`src/hw/rtl/ptw_pkg.sv`:
```
// ============================================================================
// Page table walker package
// Shared constants, request codes and the response payload type.
// ============================================================================
package ptw_pkg;

   localparam int MEM_WORDS_DEF = 4096;

   localparam int OP_W       = 1;
   localparam int WADDR_W    = 12;
   localparam int WORD_W     = 64;
   localparam int ROOT_W     = 52;
   localparam int VA_W       = 48;
   localparam int FLAG_W     = 12;
   localparam int IDX_W      = 9;
   localparam int LEVELS     = 4;
   localparam int LVL_W      = 2;
   localparam int FRAME_LO   = 12;
   localparam int FRAME_HI   = 51;
   localparam int FRAME_W    = FRAME_HI - FRAME_LO + 1;
   localparam int TWORD_W    = FRAME_W + IDX_W;
   localparam int FLAGS_W    = FLAG_W * LEVELS;

   // Entry bit positions.
   localparam int PTE_P_BIT  = 0;
   localparam int PTE_U_BIT  = 2;
   localparam int PTE_PS_BIT = 7;

   // Request operation codes.
   localparam logic [OP_W-1:0] OP_WRITE = 1'b0;
   localparam logic [OP_W-1:0] OP_WALK  = 1'b1;

   // Level numbers as counted by the walker (top table is level zero).
   localparam logic [LVL_W-1:0] LVL_PD = 2'd2;
   localparam logic [LVL_W-1:0] LVL_PT = 2'd3;

   typedef struct packed {
      logic               mapped;
      logic               user_ok;
      logic [FLAGS_W-1:0] walk_flags;
      logic               out_of_range;
   } ptw_rsp_type;

endpackage

```
`src/hw/rtl/ptw_ifs.sv`:
```
// ============================================================================
// Page table walker channels
// Valid/ready interfaces for the request and the response channel.
// ============================================================================
interface ptw_req_if;
   import ptw_pkg::*;

   logic               valid;
   logic               ready;
   logic [OP_W-1:0]    op;
   logic [WADDR_W-1:0] word_addr;
   logic [WORD_W-1:0]  word_data;
   logic [ROOT_W-1:0]  root_addr;
   logic [VA_W-1:0]    vaddr;

   modport source (output valid, op, word_addr, word_data, root_addr, vaddr,
                   input ready);
   modport sink   (input valid, op, word_addr, word_data, root_addr, vaddr,
                   output ready);
endinterface


```
`src/hw/rtl/ptw_ctrl.sv`:
```
// ============================================================================
// Page table walker control
// Takes requests, drives the table memory and steps through the four levels.
// ============================================================================
module ptw_ctrl #(
   parameter int MEM_WORDS = ptw_pkg::MEM_WORDS_DEF,
   parameter int AW        = $clog2(MEM_WORDS)
) (
   input  logic                       clock,
   input  logic                       reset,
   ptw_req_if.sink                    req_bus,
   output logic                       wr_en,
   output logic [AW-1:0]              wr_addr,
   output logic [ptw_pkg::WORD_W-1:0] wr_data,
   output logic                       rd_en,
   output logic [AW-1:0]              rd_addr,
   input  logic [ptw_pkg::WORD_W-1:0] rd_data,
   output logic                       res_valid,
   input  logic                       res_ready,
   output ptw_pkg::ptw_rsp_type       res_out
);
   import ptw_pkg::*;

   typedef enum logic [2:0] {
      ST_IDLE = 3'b001,
      ST_WALK = 3'b010,
      ST_HOLD = 3'b100
   } state_type;

   state_type          state_ff, state_in;
   logic [LVL_W-1:0]   lvl_ff, lvl_in;
   logic [VA_W-1:0]    va_ff, va_in;
   logic [FLAGS_W-1:0] flags_ff, flags_in;
   logic               user_all_ff, user_all_in;
   ptw_rsp_type        hold_ff, hold_in;

   logic [FRAME_W-1:0] tbl_frame;
   logic [IDX_W-1:0]   tbl_idx;
   logic [TWORD_W-1:0] tbl_word;
   logic               tbl_oor;
   logic [FLAGS_W-1:0] flags_cur;
   logic               user_cur;
   logic               finish;
   ptw_rsp_type        res_nxt;

   // Nine-bit table index of the given level, top table first.
   function automatic logic [IDX_W-1:0] va_index(input logic [VA_W-1:0] va,
                                                 input logic [LVL_W-1:0] lvl);
      logic [IDX_W-1:0] idx;
      case (lvl)
         2'd0:    idx = va[47:39];
         2'd1:    idx = va[38:30];
         2'd2:    idx = va[29:21];
         default: idx = va[20:12];
      endcase
      return idx;
   endfunction

   assign req_bus.ready = (state_ff == ST_IDLE);
   assign wr_addr       = AW'(req_bus.word_addr);
   assign wr_data       = req_bus.word_data;

   // Word address of the next entry: frame number concatenated with the index.
   always_comb begin
      if (state_ff == ST_IDLE) begin
         tbl_frame = req_bus.root_addr[FRAME_HI:FRAME_LO];
         tbl_idx   = va_index(req_bus.vaddr, '0);
      end else begin
         tbl_frame = rd_data[FRAME_HI:FRAME_LO];
         tbl_idx   = va_index(va_ff, lvl_ff + 1'b1);
      end
      tbl_word = {tbl_frame, tbl_idx};
      tbl_oor  = (tbl_word >= TWORD_W'(MEM_WORDS));
   end

   assign rd_addr = tbl_word[AW-1:0];

   always_comb begin
      flags_cur = flags_ff;
      flags_cur[lvl_ff*FLAG_W +: FLAG_W] = rd_data[FLAG_W-1:0];
      user_cur = user_all_ff & rd_data[PTE_U_BIT];
   end

   always_comb begin
      state_in    = state_ff;
      lvl_in      = lvl_ff;
      va_in       = va_ff;
      flags_in    = flags_ff;
      user_all_in = user_all_ff;
      hold_in     = hold_ff;
      wr_en       = 1'b0;
      rd_en       = 1'b0;
      res_valid   = 1'b0;
      res_out     = hold_ff;
      finish      = 1'b0;
      res_nxt     = '0;

      case (state_ff)
         ST_IDLE: begin
            if (req_bus.valid) begin
               if (req_bus.op == OP_WRITE) begin
                  wr_en  = (32'(req_bus.word_addr) < MEM_WORDS);
                  finish = 1'b1;
               end else begin
                  va_in       = req_bus.vaddr;
                  flags_in    = '0;
                  user_all_in = 1'b1;
                  lvl_in      = '0;
                  if (tbl_oor) begin
                     finish               = 1'b1;
                     res_nxt.out_of_range = 1'b1;
                  end else begin
                     rd_en    = 1'b1;
                     state_in = ST_WALK;
                  end
               end
            end
         end
         ST_WALK: begin
            flags_in           = flags_cur;
            user_all_in        = user_cur;
            res_nxt.walk_flags = flags_cur;
            if (!rd_data[PTE_P_BIT]) begin
               finish = 1'b1;
            end else if (lvl_ff == LVL_PT || (lvl_ff == LVL_PD && rd_data[PTE_PS_BIT])) begin
               finish          = 1'b1;
               res_nxt.mapped  = 1'b1;
               res_nxt.user_ok = user_cur;
            end else if (tbl_oor) begin
               finish               = 1'b1;
               res_nxt.out_of_range = 1'b1;
            end else begin
               rd_en  = 1'b1;
               lvl_in = lvl_ff + 1'b1;
            end
         end
         ST_HOLD: begin
            res_valid = 1'b1;
            if (res_ready) begin
               state_in = ST_IDLE;
            end
         end
         default: begin
            state_in = ST_IDLE;
         end
      endcase

      // A finished result goes straight to the output stage when it has room.
      if (finish) begin
         res_valid = 1'b1;
         res_out   = res_nxt;
         if (res_ready) begin
            state_in = ST_IDLE;
         end else begin
            state_in = ST_HOLD;
            hold_in  = res_nxt;
         end
      end
   end

   always_ff @(posedge clock) begin
      if (reset) begin
         state_ff <= ST_IDLE;
      end else begin
         state_ff <= state_in;
      end
   end

   always_ff @(posedge clock) begin
      lvl_ff      <= lvl_in;
      va_ff       <= va_in;
      flags_ff    <= flags_in;
      user_all_ff <= user_all_in;
      hold_ff     <= hold_in;
   end

endmodule

```
`src/flat_wrapper.sv`:
```
// flat-port wrapper written by rule: the top's interface ports become plain ports
module ptw_ctrl_flat import ptw_pkg::*;
#(
   parameter int MEM_WORDS = ptw_pkg::MEM_WORDS_DEF,
   parameter int AW        = $clog2(MEM_WORDS)
)
  (clock, reset, wr_en, wr_addr, wr_data, rd_en, rd_addr, rd_data, res_valid, res_ready, res_out, req_bus_valid, req_bus_op, req_bus_word_addr, req_bus_word_data, req_bus_root_addr, req_bus_vaddr, req_bus_ready);
  ptw_req_if req_bus_i ();
  input  logic clock;
  input  logic reset;
  output logic wr_en;
  output logic [AW-1:0] wr_addr;
  output logic [ptw_pkg::WORD_W-1:0] wr_data;
  output logic rd_en;
  output logic [AW-1:0] rd_addr;
  input  logic [ptw_pkg::WORD_W-1:0] rd_data;
  output logic res_valid;
  input  logic res_ready;
  output ptw_pkg::ptw_rsp_type res_out;
  input wire logic [$bits(req_bus_i.valid)-1:0] req_bus_valid;
  input wire logic [$bits(req_bus_i.op)-1:0] req_bus_op;
  input wire logic [$bits(req_bus_i.word_addr)-1:0] req_bus_word_addr;
  input wire logic [$bits(req_bus_i.word_data)-1:0] req_bus_word_data;
  input wire logic [$bits(req_bus_i.root_addr)-1:0] req_bus_root_addr;
  input wire logic [$bits(req_bus_i.vaddr)-1:0] req_bus_vaddr;
  output wire logic [$bits(req_bus_i.ready)-1:0] req_bus_ready;
  assign req_bus_i.valid = req_bus_valid;
  assign req_bus_i.op = req_bus_op;
  assign req_bus_i.word_addr = req_bus_word_addr;
  assign req_bus_i.word_data = req_bus_word_data;
  assign req_bus_i.root_addr = req_bus_root_addr;
  assign req_bus_i.vaddr = req_bus_vaddr;
  assign req_bus_ready = req_bus_i.ready;
  ptw_ctrl #(.MEM_WORDS(MEM_WORDS), .AW(AW)) u_core (.clock(clock), .reset(reset), .req_bus(req_bus_i), .wr_en(wr_en), .wr_addr(wr_addr), .wr_data(wr_data), .rd_en(rd_en), .rd_addr(rd_addr), .rd_data(rd_data), .res_valid(res_valid), .res_ready(res_ready), .res_out(res_out));
endmodule
```
`config.mk`:
```
export PLATFORM = sky130hd
export DESIGN_NAME = ptw_ctrl_flat
export DESIGN_NICKNAME = d
export VERILOG_FILES = /design/src/hw/rtl/ptw_pkg.sv /design/src/hw/rtl/ptw_ifs.sv /design/src/hw/rtl/ptw_ctrl.sv /design/src/flat_wrapper.sv
export SDC_FILE = /design/constraint.sdc
export NUM_CORES = 1
export LEC_CHECK = 0
export BUFFER_PORTS_ARGS = -buffer_cell sky130_fd_sc_hd__buf_2
export CELL_PAD_IN_SITES_DETAIL_PLACEMENT = 1
export CELL_PAD_IN_SITES_GLOBAL_PLACEMENT = 1
export CORE_MARGIN = 2
export CORE_UTILIZATION = 38
export CTS_CLUSTER_SIZE = 10
export DETAILED_ROUTE_END_ITERATION = 12
export PLACE_DENSITY_LB_ADDON = 0.3
export SYNTH_ARGS = -nofsm -noshare
export SYNTH_HDL_FRONTEND = slang
export SYNTH_SLANG_ARGS = --single-unit
```
`constraint.sdc`:
```
create_clock -name clock -period 13.7 [get_ports clock]
set_input_delay 2.74 -clock clock [delete_from_list [all_inputs] [get_ports clock]]
set_output_delay 2.74 -clock clock [all_outputs]
set_load 0.05 [all_outputs]
```
==> out/qor.txt <==
Port Buffers: 199
Post-CTS Setup Bufs: 0
Synth cell types: 65
Internal power: 0.783 mW
Global route total overflow: 0
Status: complete, no violations
Hold Vio Cnt, Final: 0
Comb power frac: 13.7%
CP startpoint kind: input pin
Slew headroom: 27.8%
Core area: 21000 µm²
Crit path max fanout: 52
Met1 WL: 9480 µm
CP required: 10960 ps
Clk sinks: 141
Clock slew at reported path FFs: 60 ps
Detailed placement HPWL: 17000 µm
Final ANT Viol Nets: 0
Switch Pwr: 0.334 mW
Most used DFF post-synth: edfxtp_1
TritonCTS clock tree: built
Post-CTS sizing: 0
Num rows: 53
Async SR Flop Fraction: 0%
Top Layer Used: met5
Reg-to-Reg Start: u_core.lvl_ff[0]$_SDFFCE_PP0P_
Synth top area share: 50.9%
Sw frac: 29.9%
Die Wd: 150 µm
Die ar.: 22600 µm²
DR iter-0 viols: 297
First-pass GRT wire length: 35700 µm
Post-synth EDFFs: 138
Die Height: 150 µm
Static leakage: 3.89 nW
Vias in the first global route: 6422
P&R area growth vs syn: 14.6%
# hold bufs at CTS: 0
Layout cells sized above 1: 31.4%
Sequential power share: 44.6%
Final wirelength: 23700 µm
TNS Setup: 0 ps
Avg Inst Size Synth: 11.1 µm²
Synth Net Count: 986
Drc violations: 0
WP data arrival: 5860 ps
Largest net degree at the start of global routing: 53
FILL cells: 2340
RSZ-0062 raised after global routing: false
CTS H-tree depth: 4
Power Dens Cells: 120 nW/µm²
Flip-flop and latch area: 4200 µm²
Largest cells by area after synthesis: edfxtp_1 (51%), buf_4 (7.2%), o22a_1 (5.2%)
Area occupied by multi-input gates: 3050 µm²
Setup violators final: 0
RePlAce Congestion: 0.841
Clk pwr share: 41.7%
Synthesized instance count: 734
Num CTS Buffers: 17
Met2 wire length: 12000 µm
Clock period minus worst slack: 8600 ps
Final Max Tran Viols: 0
Met3 WL: 1460 µm
Initial antenna violation count: 2
Initial Utilization: 38.7%
Max cap viols: 0
GRT Overall Usage: 21.0%
I/O Pins: 388
Sink of the worst hold path: u_core.user_all_ff$_SDFFCE_PP1P_
VDD IR max: 88.1 µV
Achievable clock frequency: 116 MHz
Synth area leader: edfxtp_1
Worst Skew: 11.7 ps
R2R cell count: 9
Fin crit share: 62.8%
Routed vias/inst: 5.57
Clock Latency Late Sink: 440 ps
Power Total: 1.12 mW
CP Class: input pin to primary output
First-pass detailed-route iteration total: 9
Routed vias: 6275
Post-Syn Area: 8140 µm²
Nets@finish: 1087
Worst R2R Setup Slack: 9230 ps
Hold_sp: u_core.user_all_ff$_SDFFCE_PP1P_
Root Buffer: clkbuf_16
Post-synthesis register bit count: 141
Worst slew pin tran: 1080 ps
Sequential-to-total area share from yosys stat: 51.7%
Clk buf depth: 2
Drt wl/cell: 21.1 µm
Hold/Removal Path Class: flip-flop to flip-flop
Synth warnings: 0
Critical Path End Type: primary output
Reg2reg end: u_core.hold_ff[18]$_DFFE_PP_
Worst hold path depth: 2
## flip-flops by register name, indices dropped and copies added, names as in the netlist
signal	cells
u_core.hold_ff	51
u_core.flags_ff	48
u_core.va_ff	36
u_core.state_ff	3
u_core.lvl_ff	2
u_core.user_all_ff	1
## power groups by stage
stage	logic, mW	clock network, mW	registers (mW)
after floorplan	0.163	0	0.506
after global placement	0.153	0	0.507
after detailed placement	0.154	0	0.508
after CTS	0.155	0.473	0.498
after global routing	0.163	0.490	0.500
final	0.153	0.467	0.498
## cells in the mapped netlist, drive strengths merged, types with 8 or more instances
| library cell | number |
|---|---|
| nor4 | 17 |
| o2bb2ai | 8 |
| and3 | 8 |
| nand2 | 22 |
| a21oi | 50 |
| nor2 | 42 |
| nand2b | 15 |
| edfxtp | 138 |
| a21boi | 48 |
| inv | 17 |
| nand3 | 23 |
| a222oi | 9 |
| o22a | 48 |
| clkbuf | 29 |
| o21ai | 16 |
| and2 | 30 |
| nor2b | 9 |
| a21o | 14 |
| buf | 97 |
| a211oi | 11 |
## worst max-delay path by stage
stage,startpoint,depth (start not counted),end
3_5_place_dp,rd_data[34],9,res_out[42]
3_3_place_gp,rd_data[34],9,res_out[42]
6_report,rd_data[34],9,res_out[15]
5_1_grt,req_bus_root_addr[16],9,res_out[18]
2_1_floorplan,req_bus_root_addr[19],8,res_out[42]
4_1_cts,rd_data[34],9,res_out[42]
## per-layer routing
| layer | vias up | GRT usage [%] |
|---|---|---|
| met5 | - | 0 |
| met4 | 2 | 8.49 |
| met3 | 60 | 5.30 |
| met2 | 233 | 37.0 |
| met1 | 3068 | 24.3 |
| li1 | 2912 | - |
## worst max-delay path: stages
cell and delay, ps:
buf_2 100, nor4_1 380, nand4_1 200, nor3_2 220, o21a_2 910, o211a_1 220
buf_4 500, o22a_1 280, buf_2 270
## through the flow
stage          util, %  worst slack, ps  hold slack, ps  cells  cell area (µm²)
5_1_grt           44.3             4800             616   1124             9320
3_3_place_gp      41.5             5020             547   1091             8730
6_report          44.4             5100             591   1126             9330
4_1_cts           44.3             5010             573   1123             9320
2_1_floorplan        -             6620             512    734             8140
3_5_place_dp      41.5             5020             547   1091             8730
## area by class of cell
| cell class | count | share of cell area, % |
|---|---|---|
| diodes | 3 | 0.0805 |
| clock buffers | 17 | 4.56 |
| clock inverters | 15 | 1.76 |
| inverters | 18 | 0.724 |
| multi-input cells | 449 | 32.7 |
| flip-flops and latches | 141 | 45.1 |
| well taps | 275 | 3.69 |
| repair buffers | 208 | 11.4 |
## cell usage in the layout (no fill, tap or decap), types with 11 or more instances in the layout
cell and count:
a211oi_1 11, a21boi_1 21, nor2_1 39, edfxtp_1 138
clkbuf_16 17, o21ai_0 14, nand2b_1 15, a21boi_0 27
inv_1 15, nand2_1 20, nor4_1 17, a21o_1 14
a21oi_1 50, nand3_1 23, o22a_1 48, buf_2 199
and2_1 28
## kinds of logic after synthesis
| logic type | count (synthesis) | synth area share (%) |
|---|---|---|
| buffers and inverters | 144 | 11.1 |
| xor gates and xnor gates | 4 | 0.523 |
| and+or+nand+nor | 194 | 13.4 |
| adders and majority gates | 7 | 1.08 |
| muxes | 7 | 0.907 |
| DFF | 141 | 51.7 |
| AOI/OAI and AO/OA | 237 | 21.4 |
Note: power is estimated with default switching activity, not from simulation.
